`src/design/cpexc_pkg.sv`:
```
`timescale 1ns / 1ps
// shared types and constants of the coprocessor exception unit
package cpexc_pkg;

  // transaction modes
  localparam logic [1:0] MODE_RAISE     = 2'd0;
  localparam logic [1:0] MODE_IRQ_SET   = 2'd1;
  localparam logic [1:0] MODE_IRQ_CLEAR = 2'd2;
  localparam logic [1:0] MODE_STATUS_WR = 2'd3;

  // synchronous exception kinds
  localparam logic [2:0] KIND_ADDR     = 3'd0;
  localparam logic [2:0] KIND_BUS      = 3'd1;
  localparam logic [2:0] KIND_OVF      = 3'd2;
  localparam logic [2:0] KIND_SYSCALL  = 3'd3;
  localparam logic [2:0] KIND_BREAK    = 3'd4;
  localparam logic [2:0] KIND_RESERVED = 3'd5;
  localparam logic [2:0] KIND_COP_UNUS = 3'd6;

  // next action of the cpu
  localparam logic [1:0] ACT_CONTINUE = 2'd0;
  localparam logic [1:0] ACT_DELAY    = 2'd1;
  localparam logic [1:0] ACT_JUMP     = 2'd2;

  // cause exception codes
  localparam logic [4:0] EXC_INT  = 5'd0;
  localparam logic [4:0] EXC_ADEL = 5'd4;
  localparam logic [4:0] EXC_ADES = 5'd5;
  localparam logic [4:0] EXC_IBE  = 5'd6;
  localparam logic [4:0] EXC_DBE  = 5'd7;
  localparam logic [4:0] EXC_SYS  = 5'd8;
  localparam logic [4:0] EXC_BP   = 5'd9;
  localparam logic [4:0] EXC_RI   = 5'd10;
  localparam logic [4:0] EXC_CPU  = 5'd11;
  localparam logic [4:0] EXC_OV   = 5'd12;

  localparam logic [31:0] STATUS_RESET = 32'h0060_0000;
  localparam logic [31:0] BOOT_BASE    = 32'hbfc0_0100;
  localparam logic [31:0] KSEG0_BASE   = 32'h8000_0000;
  localparam logic [31:0] VEC_OFFSET   = 32'h0000_0080;
  localparam logic [31:0] VEC_BOOT     = BOOT_BASE + VEC_OFFSET;
  localparam logic [31:0] VEC_KSEG0    = KSEG0_BASE + VEC_OFFSET;
  localparam int          SR_BEV_BIT   = 22;

  typedef struct packed {
    logic [1:0]  mode;
    logic [2:0]  exc_kind;
    logic [31:0] fault_address;
    logic        from_fetch;
    logic        is_load;
    logic [1:0]  coproc_index;
    logic [2:0]  irq_line;
    logic [31:0] status_write_value;
    logic [31:0] current_pc;
    logic [1:0]  next_action;
    logic [31:0] jump_target;
    logic        in_delay_slot;
  } item_t;

endpackage

```
`src/design/coprocessor_exception_unit.sv`:
```
`timescale 1ns / 1ps
// coprocessor-0 exception entry: status, cause, epc and bad-address registers
//
// Each input transaction raises a synchronous exception, sets or clears one
// pending interrupt line, or writes the status register; it yields exactly one
// result transaction carrying whether an exception was entered, the handler
// vector (zero when none) and the four registers as they stand after it.
// After an irq set or a status write, an enabled (IEc) and unmasked (IM & IP)
// interrupt is entered with the resume pc taken from next_action; a clear never
// enters one. Exception kind 7 is ignored and changes nothing. Entry pushes the
// KU/IE stack, writes ExcCode, CE and BD, loads EPC and picks 0xbfc00180 when
// BEV is set, else 0x80000080. Throughput is one transaction per clock while
// out_ready lets the result drain; the accepting edge loads the input register
// and the compute stage then loads the result register together with the
// architectural registers. Both registers advance whenever the result register
// is free or being drained, so a stalled output holds at most two transactions
// inside the block.
module coprocessor_exception_unit (
  input  logic        clk,
  input  logic        rst_n,
  // input channel
  input  logic        in_valid,
  output logic        in_ready,
  input  logic [1:0]  in_mode,
  input  logic [2:0]  in_exc_kind,
  input  logic [31:0] in_fault_address,
  input  logic        in_from_fetch,
  input  logic        in_is_load,
  input  logic [1:0]  in_coproc_index,
  input  logic [2:0]  in_irq_line,
  input  logic [31:0] in_status_write_value,
  input  logic [31:0] in_current_pc,
  input  logic [1:0]  in_next_action,
  input  logic [31:0] in_jump_target,
  input  logic        in_in_delay_slot,
  // result channel
  output logic        out_valid,
  input  logic        out_ready,
  output logic        out_exception_taken,
  output logic [31:0] out_handler_address,
  output logic [31:0] out_epc_out,
  output logic [31:0] out_cause_out,
  output logic [31:0] out_status_out,
  output logic [31:0] out_bad_address_out
);

  // input register
  logic               s1_valid_r;
  cpexc_pkg::item_t   s1_item_r;

  // architectural registers
  logic [31:0] status_r, status_nxt;
  logic [31:0] cause_r, cause_nxt;
  logic [31:0] epc_r, epc_nxt;
  logic [31:0] badaddr_r, badaddr_nxt;

  // result register
  logic        out_valid_r;
  logic        out_taken_r;
  logic [31:0] out_handler_r;

  logic fire;

  // datapath signals
  logic [31:0] status_mid;
  logic [31:0] cause_mid;
  logic [7:0]  ip_bit;
  logic        exc_ok;
  logic        irq_take;
  logic        taken;
  logic [4:0]  code;
  logic [1:0]  ce;
  logic [31:0] epc_val;
  logic        bd_val;
  logic [4:0]  exc_code;

  // the compute stage moves when the result register is empty or draining
  assign fire     = s1_valid_r && (!out_valid_r || out_ready);
  assign in_ready = !s1_valid_r || fire;

  always_ff @(posedge clk) begin
    if (!rst_n) begin
      s1_valid_r <= 1'b0;
    end else if (in_ready) begin
      s1_valid_r <= in_valid;
    end
  end

  always_ff @(posedge clk) begin
    if (in_valid && in_ready) begin
      s1_item_r.mode               <= in_mode;
      s1_item_r.exc_kind           <= in_exc_kind;
      s1_item_r.fault_address      <= in_fault_address;
      s1_item_r.from_fetch         <= in_from_fetch;
      s1_item_r.is_load            <= in_is_load;
      s1_item_r.coproc_index       <= in_coproc_index;
      s1_item_r.irq_line           <= in_irq_line;
      s1_item_r.status_write_value <= in_status_write_value;
      s1_item_r.current_pc         <= in_current_pc;
      s1_item_r.next_action        <= in_next_action;
      s1_item_r.jump_target        <= in_jump_target;
      s1_item_r.in_delay_slot      <= in_in_delay_slot;
    end
  end

  // synchronous exception code; unknown kind leaves everything alone
  always_comb begin
    exc_ok   = 1'b1;
    exc_code = cpexc_pkg::EXC_INT;
    case (s1_item_r.exc_kind)
      cpexc_pkg::KIND_ADDR:
        exc_code = s1_item_r.is_load ? cpexc_pkg::EXC_ADEL : cpexc_pkg::EXC_ADES;
      cpexc_pkg::KIND_BUS:
        exc_code = s1_item_r.from_fetch ? cpexc_pkg::EXC_IBE : cpexc_pkg::EXC_DBE;
      cpexc_pkg::KIND_OVF:      exc_code = cpexc_pkg::EXC_OV;
      cpexc_pkg::KIND_SYSCALL:  exc_code = cpexc_pkg::EXC_SYS;
      cpexc_pkg::KIND_BREAK:    exc_code = cpexc_pkg::EXC_BP;
      cpexc_pkg::KIND_RESERVED: exc_code = cpexc_pkg::EXC_RI;
      cpexc_pkg::KIND_COP_UNUS: exc_code = cpexc_pkg::EXC_CPU;
      default:                  exc_ok   = 1'b0;
    endcase
  end

  always_comb begin
    ip_bit = 8'b1 << s1_item_r.irq_line;

    // first effect of the transaction, before any interrupt check
    status_mid = status_r;
    cause_mid  = cause_r;
    case (s1_item_r.mode)
      cpexc_pkg::MODE_IRQ_SET:   cause_mid[15:8] = cause_r[15:8] | ip_bit;
      cpexc_pkg::MODE_IRQ_CLEAR: cause_mid[15:8] = cause_r[15:8] & ~ip_bit;
      cpexc_pkg::MODE_STATUS_WR: status_mid = s1_item_r.status_write_value;
      default: ;
    endcase

    irq_take = ((s1_item_r.mode == cpexc_pkg::MODE_IRQ_SET) ||
                (s1_item_r.mode == cpexc_pkg::MODE_STATUS_WR)) &&
               status_mid[0] && (|(status_mid[15:8] & cause_mid[15:8]));

    taken = irq_take || ((s1_item_r.mode == cpexc_pkg::MODE_RAISE) && exc_ok);

    // entry fields: interrupt resume pc comes from the next action
    if (s1_item_r.mode == cpexc_pkg::MODE_RAISE) begin
      code    = exc_code;
      ce      = (s1_item_r.exc_kind == cpexc_pkg::KIND_COP_UNUS) ?
                s1_item_r.coproc_index : 2'd0;
      bd_val  = s1_item_r.in_delay_slot;
      epc_val = s1_item_r.in_delay_slot ? (s1_item_r.current_pc - 32'd4)
                                        : s1_item_r.current_pc;
    end else begin
      code = cpexc_pkg::EXC_INT;
      ce   = 2'd0;
      case (s1_item_r.next_action)
        cpexc_pkg::ACT_JUMP: begin
          bd_val  = 1'b0;
          epc_val = s1_item_r.jump_target;
        end
        cpexc_pkg::ACT_DELAY: begin
          bd_val  = 1'b1;
          epc_val = s1_item_r.current_pc;
        end
        default: begin
          bd_val  = 1'b0;
          epc_val = s1_item_r.current_pc + 32'd4;
        end
      endcase
    end

    status_nxt  = status_mid;
    cause_nxt   = cause_mid;
    epc_nxt     = epc_r;
    badaddr_nxt = badaddr_r;
    if (taken) begin
      // push the ku/ie stack, bits above it are kept
      status_nxt        = {status_mid[31:6], status_mid[3:0], 2'b00};
      cause_nxt[31]     = bd_val;
      cause_nxt[29:28]  = ce;
      cause_nxt[6:2]    = code;
      epc_nxt           = epc_val;
    end
    if ((s1_item_r.mode == cpexc_pkg::MODE_RAISE) &&
        (s1_item_r.exc_kind == cpexc_pkg::KIND_ADDR)) begin
      badaddr_nxt = s1_item_r.fault_address;
    end
  end

  always_ff @(posedge clk) begin
    if (!rst_n) begin
      status_r  <= cpexc_pkg::STATUS_RESET;
      cause_r   <= '0;
      epc_r     <= '0;
      badaddr_r <= '0;
    end else if (fire) begin
      status_r  <= status_nxt;
      cause_r   <= cause_nxt;
      epc_r     <= epc_nxt;
      badaddr_r <= badaddr_nxt;
    end
  end

  always_ff @(posedge clk) begin
    if (!rst_n) begin
      out_valid_r <= 1'b0;
    end else if (fire) begin
      out_valid_r <= 1'b1;
    end else if (out_ready) begin
      out_valid_r <= 1'b0;
    end
  end

  always_ff @(posedge clk) begin
    if (fire) begin
      out_taken_r   <= taken;
      out_handler_r <= !taken ? 32'd0 :
                       (status_mid[cpexc_pkg::SR_BEV_BIT] ? cpexc_pkg::VEC_BOOT
                                                          : cpexc_pkg::VEC_KSEG0);
    end
  end

  // register values in the result are the architectural registers themselves
  assign out_valid           = out_valid_r;
  assign out_exception_taken = out_taken_r;
  assign out_handler_address = out_handler_r;
  assign out_epc_out         = epc_r;
  assign out_cause_out       = cause_r;
  assign out_status_out      = status_r;
  assign out_bad_address_out = badaddr_r;

`ifndef SYNTH
  // a delivered entry always points at one of the two vectors
  a_vec_legal: assert property (@(posedge clk) disable iff (!rst_n)
    out_valid && out_exception_taken |->
      (out_handler_address == cpexc_pkg::VEC_BOOT) ||
      (out_handler_address == cpexc_pkg::VEC_KSEG0))
    else $error("handler vector not a legal entry point");

  // no entry means no vector
  a_vec_zero: assert property (@(posedge clk) disable iff (!rst_n)
    out_valid && !out_exception_taken |-> out_handler_address == 32'd0)
    else $error("vector given without an entry");

  // an entry leaves kernel mode with interrupts off
  a_entry_kuie: assert property (@(posedge clk) disable iff (!rst_n)
    out_valid && out_exception_taken |-> out_status_out[1:0] == 2'b00)
    else $error("ku/ie stack not pushed on entry");

  // a clear transaction never enters anything
  a_clear_no_entry: assert property (@(posedge clk) disable iff (!rst_n)
    fire && (s1_item_r.mode == cpexc_pkg::MODE_IRQ_CLEAR) |=> !out_exception_taken)
    else $error("entry taken on a pending clear");
`endif

endmodule

```
`config.mk`:
```
export PLATFORM = sky130hd
export DESIGN_NAME = coprocessor_exception_unit
export DESIGN_NICKNAME = d
export VERILOG_FILES = /design/src/design/cpexc_pkg.sv /design/src/design/coprocessor_exception_unit.sv
export SDC_FILE = /design/constraint.sdc
export NUM_CORES = 1
export LEC_CHECK = 0
export BUFFER_PORTS_ARGS = -buffer_cell sky130_fd_sc_hd__buf_2
export CAP_MARGIN = 20
export CORE_AREA = 2 2 167 128
export DETAILED_ROUTE_END_ITERATION = 8
export DIE_AREA = 0 0 169 130
export PLACE_DENSITY_LB_ADDON = 0.15
export SYNTH_ARGS = -nofsm -noshare
export SYNTH_HDL_FRONTEND = slang
export SYNTH_SLANG_ARGS = --single-unit
```
`constraint.sdc`:
```
create_clock -name clk -period 7.6 [get_ports clk]
set_input_delay 0.38 -clock clk [delete_from_list [all_inputs] [get_ports clk]]
set_output_delay 0.38 -clock clk [all_outputs]
set_load 0.01 [all_outputs]
```
==> flow_metrics.py, run 1 <==
metrics = {
    "timing": {
        "grt_setup_unrepaired": "no",
        "slew_headroom_pct": 28.8,
        "skew_ns": 0.0143,
        "tightest_slew_ns": 1.07,
        "finalSetupViolations": 0,
        "finalCriticalPeriod_ns": 3.37,
        "drv_slew": 0,
        "hold_viol": 0,
        "final.setup.tns_ns": 0,
        "period_share_pct": 44.3,
        "hold_ws_ns": 0.0206,
        "max_freq_ghz": 0.297,
    },
    "synthesis": {
        "synth_enable_flop_cells": 146,
        "synth_top_area_share_pct": 38.3,
        "synth_compound_area_share_pct": 14.0,
        "ys_ff_latch": 259,
        "synth_top_family_by_area": "simple AND/OR/NAND/NOR gates",
        "ys_types": 63,
        "synth-simple-area-share_pct": 15.2,
        "postSynth.asyncResetShare_pct": 0,
        "synth.area.top_cells": "edfxtp_1, dfxtp_1, nand2_1, a21oi_1, buf_4",
        "syn_inst": 1088,
        "synth-adder-area-share_pct": 0.875,
        "synth_top_area_cell": "edfxtp_1",
        "synth-main-ff-cell": "edfxtp_1",
        "synth-xor-area-share_pct": 3.06,
        "synth_area_um2": 11400,
        "yosysWarnings": 0,
        "muxShareOfSynthArea_pct": 1.68,
        "ys_seq_area_share_pct": 58.1,
        "syn_area_per_cell_um2": 10.5,
    },
    "clocking": {
        "cts_tree": "yes",
        "cts-root-buf": "clkbuf_16",
        "clk_latency_ns": 0.53,
        "clock-sinks": 259,
        "cts_setup_buffers": 0,
        "cts_buffer_depth": 3,
        "cts_hold_buf": 6,
        "clkTransAtPathRegs_ns": 0.07,
        "cts-buffers-inserted": 25,
        "cts_resized": 0,
        "cts.htree.levels": 1,
    },
    "drt": {
        "drc_errors": 0,
        "drt-wirelength-per-cell_um": 18.4,
        "viasPerCell": 5.68,
        "firstDrtPassIters": 6,
        "drt-total-wl_um": 29200,
        "drt.antenna.violating_nets": 0,
        "drtIter0Drc": 950,
        "via_count": 8997,
    },
    "worst_setup_path": {
        "cpPeakStageDelay_ns": 0.70,
        "worstSetupStartpointType": "flip-flop",
        "worst-path-max-fanout": 15,
        "critPathKind": "flip-flop to flip-flop",
        "path_depth": 9,
        "worst-path-buf-inv": 1,
        "path_cells": "inv_1, ha_2, nand2b_1, a21oi_1, o32ai_1, nor4_4, o31a_1, a2111oi_0, o21a_1",
        "critPathCaptureType": "flip-flop",
        "crit_slowest_cell": "o31a_1",
        "regToRegSetupSlack_ns": 4.23,
        "reg2reg_from": "s1_item_r[141]",
        "reg2reg_depth": 9,
        "crit_family": "compound AO/OA/AOI/OAI gates",
        "r2r_end": "out_epc_out[30]",
        "arrival_ns": 3.80,
        "cp.required_ns": 8.03,
    },
    "place": {
        "dp.cells": 1529,
        "numPortBuffers": 271,
        "gp_congestion": 0.891,
        "hpwl_um": 19800,
    },
    "final_layout": {
        "final_layout_size_suffix_gt1_share_pct": 25.9,
        "final_cells": 1584,
        "num-nets-final": 1454,
        "fin_util_pct": 66.0,
        "syn2layout_area_growth_pct": 18.8,
    },
    "flow_run": {
        "cap_violations": 0,
    },
    "grt": {
        "grt_pass1_wl_um": 43800,
        "grt_max_degree": 82,
        "first_global_vias": 7894,
        "grt.overflow.total": 0,
        "antenna_found_initial": 3,
        "track_usage_pct": 25.4,
    },
    "floorplanning": {
        "die_h_um": 130,
        "start_util_pct": 55.5,
        "io-pin-count": 310,
        "dieArea_um2": 22000,
        "num_rows": 46,
        "die_x_um": 169,
        "core_um2": 20600,
    },
    "min_path": {
        "min_to": "s1_item_r[97]",
        "min_path_type": "input pin to flip-flop",
        "hold-path-cell-count": 1,
        "hold_start": "in_status_write_value[30]",
    },
    "outcome": {
        "status": "complete, no violations",
    },
    "power_and_ir_drop": {
        "powerDensity_nw_per_um2": 235,
        "p_leak_nw": 5.30,
        "ir_drop_mv": 0.232,
    },
}
final cells by class:
class	instances	area (µm²)
clock buffers	32	756
multi-input cells	711	4130
diodes	2	5.00
fillers	1665	7010
inverters	14	53.8
repair buffers	288	1510
clock inverters	14	159
flip-flops and latches	259	6650
well taps	264	330
cell usage in the layout (no fill, tap or decap), types with 8 or more instances in the layout:
master and count:
nor3_1 20, or4_1 8, a211oi_1 28, nand4_1 11, o211ai_1 9, nand3_1 27
conb_1 38, nor2_1 49, buf_2 271, xnor2_1 23, edfxtp_1 146, o21ai_0 13
a221oi_1 14, xor2_1 17, buf_4 9, nand2_1 170, mux2i_1 17, nor4_1 12
dfxtp_1 113, inv_1 11, a21oi_1 121, clkbuf_16 28
how the worst max path moves through the flow:
| stage | start | end |
|---|---|---|
| final | s1_item_r[141] | out_epc_out[30] |
| after CTS | s1_item_r[141] | out_epc_out[30] |
| after detailed placement | out_ready | out_status_out[3] |
| after global placement | out_ready | out_status_out[4] |
| after floorplan | out_valid | s1_item_r[0] |
| after global routing | out_valid | out_status_out[5] |
per-layer routing:
layer	track usage, %	vias to the layer above	part of all wire, %
li1	-	4286	-
met1	38.5	4255	46
met2	37.7	427	43
met3	6.22	29	9.0
met4	4.68	0	1.5
met5	0	-	0
synth_stat cells, drive strengths merged (4+ instances only):
master  count
nor2       49
dfxtp     113
nor4       16
a31oi       7
inv        11
nand3b      7
and4        4
xnor2      23
nand2     170
a21oi     121
and3        7
xor2       17
o221ai      5
o21ai      19
a22oi       5
edfxtp    146
nand4      11
or3         6
ha          8
o311ai      4
a211oi     31
nor2b       6
nand3      27
nand2b      6
buf        70
o211ai      9
o32ai       7
a221oi     14
or4         8
a211o       6
nor4b       5
nor3       20
clkbuf     71
and2        6
mux2i      17
registers in the layout (all words and copies together) (netlist names):
signal / flops
s1_item_r: 143
out_bad_address_out: 32
out_epc_out: 32
out_status_out: 32
out_cause_out: 15
out_handler_address: 2
out_exception_taken: 1
out_valid: 1
s1_valid_r: 1
worst register-to-register path: cells and delay by family (launching register included):
family / cells / cell delay [ns]
compound gates: 5 / 1.51
fa+ha+maj: 1 / 0.45
buf+inv: 1 / 0.09
flops: 1 / 0.39
simple gates: 2 / 0.83
per-stage QoR:
step | instance area (µm²) | total power [mW] | setup slack [ns]
3_3_place_gp | 12600 | 1.87 | 4.28
2_1_floorplan | 11600 | 1.79 | 3.16
6_report | 13600 | 3.19 | 4.23
5_1_grt | 13600 | 3.30 | 4.03
4_1_cts | 13600 | 3.21 | 4.25
3_5_place_dp | 12600 | 1.87 | 4.27
logic make-up after synthesis:
family                   Yosys count
AO/OA/AOI/OAI                    249
XOR/XNOR                          40
flip-flops                       259
AND/OR/NAND/NOR                  357
other                              1
adder cells (fa/ha/maj)            8
buffers and inverters            155
multiplexers                      19
where the power goes:
part | internal [mW] | leakage (nW) | switching, mW
Clock | 0.807 | 0.443 | 0.532
Combinational | 0.0990 | 2.51 | 0.156
Sequential | 1.55 | 2.34 | 0.0489
Total | 2.45 | 5.30 | 0.737
Power figures use the tool's default switching activity.
==> run 2, diff against run 1 <==
CORE_AREA = 2 2 182 139   (was 2 2 167 128)
DIE_AREA = 0 0 184 141   (was 0 0 169 130)
clock period = 3 ns   (was 7.6 ns; I/O delays follow)
==> run 2 against run 1 <==
Power rose to 2.5 times the previous value. Global-route usage fell by 0.91 points. Die area grew 18%. Critical path depth fell by 1. Final cell count is 14% higher. Via count increased by 8.4%. Final area increased by 13%.
==> flow_metrics.py, run 2 (synthesis results as in run 1) <==
metrics = {
    "power_and_ir_drop": {
        "ir_drop_mv": 0.422,
        "powerDensity_nw_per_um2": 523,
        "p_leak_nw": 6.05,
    },
    "min_path": {
        "min_to": "out_status_out[21]",
        "hold-path-cell-count": 2,
        "min_path_type": "input pin to flip-flop",
        "hold_start": "rst_n",
    },
    "final_layout": {
        "max_flop_register": "s1_item_r",
        "multi_input_area_um2": 4270,
        "n_antenna_cell": 0,
        "layout_common_cells": "buf_2, nand2_1, dlygate4sd3_1, edfxtp_1, a21oi_1",
        "final_layout_size_suffix_gt1_share_pct": 25.6,
        "design_area_um2": 15400,
        "syn2layout_area_growth_pct": 34.6,
        "final_cells": 1806,
        "num-nets-final": 1629,
        "final-seq-area_um2": 6650,
        "largest_reg_flops": 143,
        "nFillCells": 1985,
        "final_common_cell": "buf_2",
    },
    "grt": {
        "grtUsageMet3_pct": 5.55,
        "use_met2_pct": 37.1,
        "grt_pass1_wl_um": 50000,
        "grt.overflow.total": 0,
        "track_usage_pct": 24.5,
        "met1_usage_pct": 35.6,
        "top_usage_layer": "met2",
        "antenna_found_initial": 1,
        "grt_max_degree": 47,
        "first_global_vias": 9073,
    },
    "worst_setup_path": {
        "reg2reg_from": "s1_item_r[100]",
        "worstSetupStartpointType": "flip-flop",
        "worst-path-max-fanout": 10,
        "critPathCaptureType": "flip-flop",
        "arrival_ns": 3.32,
        "reg2reg_depth": 8,
        "regToRegSetupSlack_ns": 0.12,
        "worst-path-buf-inv": 1,
        "crit_family": "simple AND/OR/NAND/NOR gates",
        "critPathKind": "flip-flop to flip-flop",
        "cp.required_ns": 3.45,
        "cpPeakStageDelay_ns": 0.61,
        "startpoint": "s1_item_r[100]",
        "crit_slowest_cell": "edfxtp_1",
        "path_cells": "buf_6, or3b_1, a21oi_2, o32ai_4, nor4_4, nor3_1, or4_1, a211oi_2",
        "r2r_end": "out_status_out[4]",
    },
    "timing": {
        "max_freq_ghz": 0.348,
        "period_share_pct": 95.9,
        "tightest_slew_ns": 0.756,
        "final.setup.tns_ns": 0,
        "slew_headroom_pct": 49.6,
        "skew_ns": 0.0265,
        "hold_viol": 0,
        "finalSetupViolations": 0,
        "finalCriticalPeriod_ns": 2.88,
        "drv_slew": 0,
        "grt_setup_unrepaired": "no",
    },
    "floorplanning": {
        "start_util_pct": 46.9,
        "die_x_um": 184,
        "dieArea_um2": 25900,
        "core_um2": 24400,
        "num_rows": 50,
        "die_h_um": 141,
        "io-pin-count": 310,
    },
    "drt": {
        "firstDrtPassIters": 5,
        "via_count": 9749,
        "drtIter0Drc": 867,
        "viasPerCell": 5.40,
        "drt-wirelength-per-cell_um": 18.4,
        "drc_errors": 0,
        "drt.antenna.violating_nets": 0,
        "drt-total-wl_um": 33200,
    },
    "clocking": {
        "cts-buffers-inserted": 26,
        "cts_buffer_depth": 3,
        "clk_latency_ns": 0.54,
        "cts.htree.levels": 1,
        "clkTransAtPathRegs_ns": 0.06,
        "clock-sinks": 259,
        "cts-root-buf": "clkbuf_16",
        "cts_tree": "yes",
    },
    "place": {
        "numPortBuffers": 271,
        "gp_congestion": 0.895,
        "dpl-instance-area_um2": 12900,
        "dp.cells": 1607,
        "hpwl_um": 21400,
    },
    "flow_run": {
        "cap_violations": 0,
    },
    "outcome": {
        "status": "complete, no violations",
    },
}
-- run 2: metrics by stage --
step	utilization, %	worst slack, ns	power [mW]	hold WS, ns
global placement	53.0	0.166	4.77	0.326
detailed placement	53.0	0.0711	4.78	0.328
CTS	62.4	0.0426	8.06	0.0163
global route	63.1	0.00246	8.35	0.0269
floorplan	-	0.164	4.53	0.249
finish	63.1	0.122	8.06	0.0248
-- run 2: area by class of cell --
cell class	instances	area share, %
Sequential cell	259	43.2
Multi-Input combinational cell	712	27.7
Timing Repair Buffer	461	20.9
Clock buffer	35	4.64
Tap cell	312	2.53
Clock inverter	13	0.707
Inverter	14	0.349
-- run 2: per-layer routing --
metal	vias to the layer above	wire (µm)
met5	-	0
met4	0	776
met3	52	2870
met2	459	14700
met1	4609	14900
li1	4629	-
-- run 2: worst max-delay path by stage --
stage,endpoint,slack [ns],depth (start not counted)
final,out_status_out[4],0.12,8
after global routing,out_status_out[4],0.002,8
after CTS,out_status_out[4],0.04,9
after detailed placement,out_status_out[4],0.07,9
after global placement,out_status_out[4],0.17,9
after floorplan,s1_item_r[0],0.16,3
-- run 2: repair_timing --
action	CTS	global route
resized for setup	0	18
hold buffers	146	0
hold endpoints to repair	145	0
buffers inserted	0	3
setup endpoints to repair	0	14
-- run 2: report_power, final --
part           leakage (nW)  total (mW)  internal (mW)  switching [mW]
logic                  3.30       0.870          0.409           0.461
registers              2.34        4.03           3.91           0.117
clock network         0.404        3.15           1.77            1.39
total                  6.05        8.06           6.09            1.97
==> run 3, diff against run 2 <==
clock period = 2.4 ns   (was 3 ns; I/O delays follow)
==> run 3 against run 2 <==
The run now ends with negative setup slack left. Clock-buffer cell count decreased by 1. First-iteration DRC count fell by 3.6%. Setup slack worse by 0.42 ns. Non-clock buffer count up 94. Die area stayed put. Critical path depth increased by 7. Worst hold slack gained 0.010 ns. Global-route usage grew 1.1 points.
==> flow_metrics.py, run 3 (synthesis results as in run 1) <==
metrics = {
    "drt": {
        "drc_errors": 0,
        "via_count": 10100,
        "viasPerCell": 5.34,
        "firstDrtPassIters": 6,
        "drt-wirelength-per-cell_um": 18.0,
        "drt.antenna.violating_nets": 0,
        "drt-total-wl_um": 34200,
        "drtIter0Drc": 836,
    },
    "outcome": {
        "violations": "negative setup slack",
        "status": "finished with violations",
    },
    "timing": {
        "tightest_slew_ns": 0.541,
        "slew_headroom_pct": 63.8,
        "finalCriticalPeriod_ns": 2.70,
        "final.setup.tns_ns": -9.38,
        "grt_setup_unrepaired": "yes",
        "max_freq_ghz": 0.370,
        "period_share_pct": 113,
        "hold_viol": 0,
        "drv_slew": 0,
        "skew_ns": 0.0125,
        "finalSetupViolations": 48,
        "worst_slack_ns": -0.301,
        "hold_ws_ns": 0.0349,
    },
    "min_path": {
        "hold_start": "rst_n",
        "hold-path-cell-count": 3,
        "min_to": "out_epc_out[9]",
        "min_path_type": "input pin to flip-flop",
    },
    "final_layout": {
        "layout_common_cells": "buf_2, nand2_1, dlygate4sd3_1, edfxtp_1, dfxtp_1",
        "design_area_um2": 16700,
        "final_common_cell": "buf_2",
        "max_flop_register": "s1_item_r",
        "num-nets-final": 1721,
        "largest_reg_flops": 143,
        "final_layout_size_suffix_gt1_share_pct": 33.6,
        "n_antenna_cell": 0,
        "syn2layout_area_growth_pct": 46.0,
    },
    "floorplanning": {
        "core_um2": 24400,
        "die_x_um": 184,
        "io-pin-count": 310,
        "num_rows": 50,
        "dieArea_um2": 25900,
        "start_util_pct": 46.9,
        "die_h_um": 141,
    },
    "worst_setup_path": {
        "regToRegSetupSlack_ns": -0.30,
        "critPathCaptureType": "flip-flop",
        "cp.required_ns": 2.84,
        "r2r_end": "out_epc_out[21]",
        "worstSetupStartpointType": "flip-flop",
        "reg2reg_from": "s1_item_r[141]",
        "arrival_ns": 3.14,
        "critPathKind": "flip-flop to flip-flop",
        "worst-path-max-fanout": 6,
        "reg2reg_depth": 15,
    },
    "flow_run": {
        "cap_violations": 0,
    },
    "clocking": {
        "clock-sinks": 259,
        "cts-root-buf": "clkbuf_16",
        "cts_buffer_depth": 3,
        "cts_tree": "yes",
        "clk_latency_ns": 0.54,
        "clkTransAtPathRegs_ns": 0.06,
        "cts-buffers-inserted": 25,
        "cts.htree.levels": 1,
    },
    "grt": {
        "grt_max_degree": 68,
        "first_global_vias": 9697,
        "grt_pass1_wl_um": 52200,
        "antenna_found_initial": 0,
        "track_usage_pct": 25.6,
        "grt.overflow.total": 0,
    },
    "place": {
        "gp_congestion": 0.880,
        "dpl-instance-area_um2": 13600,
        "numPortBuffers": 271,
        "hpwl_um": 22100,
    },
    "power_and_ir_drop": {
        "p_leak_nw": 6.65,
        "ir_drop_mv": 0.580,
        "powerDensity_nw_per_um2": 619,
        "finalPower_mw": 10.3,
    },
}
-- run 3: what timing repair did --
| item | 4_1_cts | 5_1_grt |
|---|---|---|
| pin swaps | 23 | 25 |
| setup endpoints to repair | 48 | 48 |
| resized for setup | 65 | 47 |
| endpoints found under the hold margin | 145 | 0 |
| hold buffers | 146 | 0 |
| gates cloned | 6 | 2 |
| buffers inserted | 15 | 7 |
-- run 3: metrics by stage --
stage / utilization [%] / cells / worst slack [ns]
after floorplan: - / 1125 / -0.139
after global placement: 55.9 / 1682 / -0.441
after detailed placement: 55.9 / 1682 / -0.492
after CTS: 67.1 / 1888 / -0.284
after global routing: 68.5 / 1897 / -0.393
final: 68.5 / 1897 / -0.301
-- run 3: area by class of cell --
| type | instances | area (µm²) |
|---|---|---|
| clock buffers | 34 | 689 |
| clock inverters | 12 | 133 |
| fillers | 1839 | 7690 |
| inverters | 14 | 56.3 |
| multi-input cells | 711 | 4610 |
| flip-flops and latches | 259 | 6650 |
| well taps | 312 | 390 |
| repair buffers | 555 | 4180 |
-- run 3: critical path, stage by stage, from the launching register on --
cell      delay, ns
edfxtp_1       0.42
inv_2          0.10
ha_4           0.21
buf_12         0.13
buf_6          0.11
buf_4          0.13
a31oi_4        0.19
o32ai_4        0.10
nor4_4         0.34
buf_12         0.17
o31ai_4        0.06
buf_6          0.16
buf_12         0.13
buf_16         0.14
o21ai_4        0.14
a21oi_2        0.04
-- run 3: how the worst max path moves through the flow --
| stage | start | endpoint | slack, ns | cells after the start |
|---|---|---|---|---|
| floorplan | s1_item_r[142] | out_status_out[3] | -0.14 | 10 |
| global placement | s1_item_r[141] | out_epc_out[27] | -0.44 | 11 |
| detailed placement | s1_item_r[141] | out_epc_out[17] | -0.49 | 11 |
| CTS | s1_item_r[141] | out_status_out[3] | -0.28 | 11 |
| global route | s1_item_r[141] | out_epc_out[21] | -0.39 | 13 |
| finish | s1_item_r[141] | out_epc_out[21] | -0.30 | 15 |
-- run 3: power breakdown --
| group | internal [mW] | switching, mW | total [mW] |
|---|---|---|---|
| logic | 0.670 | 0.680 | 1.35 |
| registers | 4.89 | 0.115 | 5.01 |
| clock network | 2.25 | 1.73 | 3.98 |
-- run 3: metal layers --
| layer | up-vias | global-route usage, % | routed length (µm) | part of all wire [%] |
|---|---|---|---|---|
| li1 | 4821 | - | - | - |
| met2 | 429 | 39.3 | 15100 | 44 |
| met5 | - | 0 | 0 | 0 |
| met1 | 4824 | 36.4 | 15400 | 45 |
| met3 | 55 | 6.23 | 2890 | 8.4 |
| met4 | 0 | 6.44 | 833 | 2.4 |
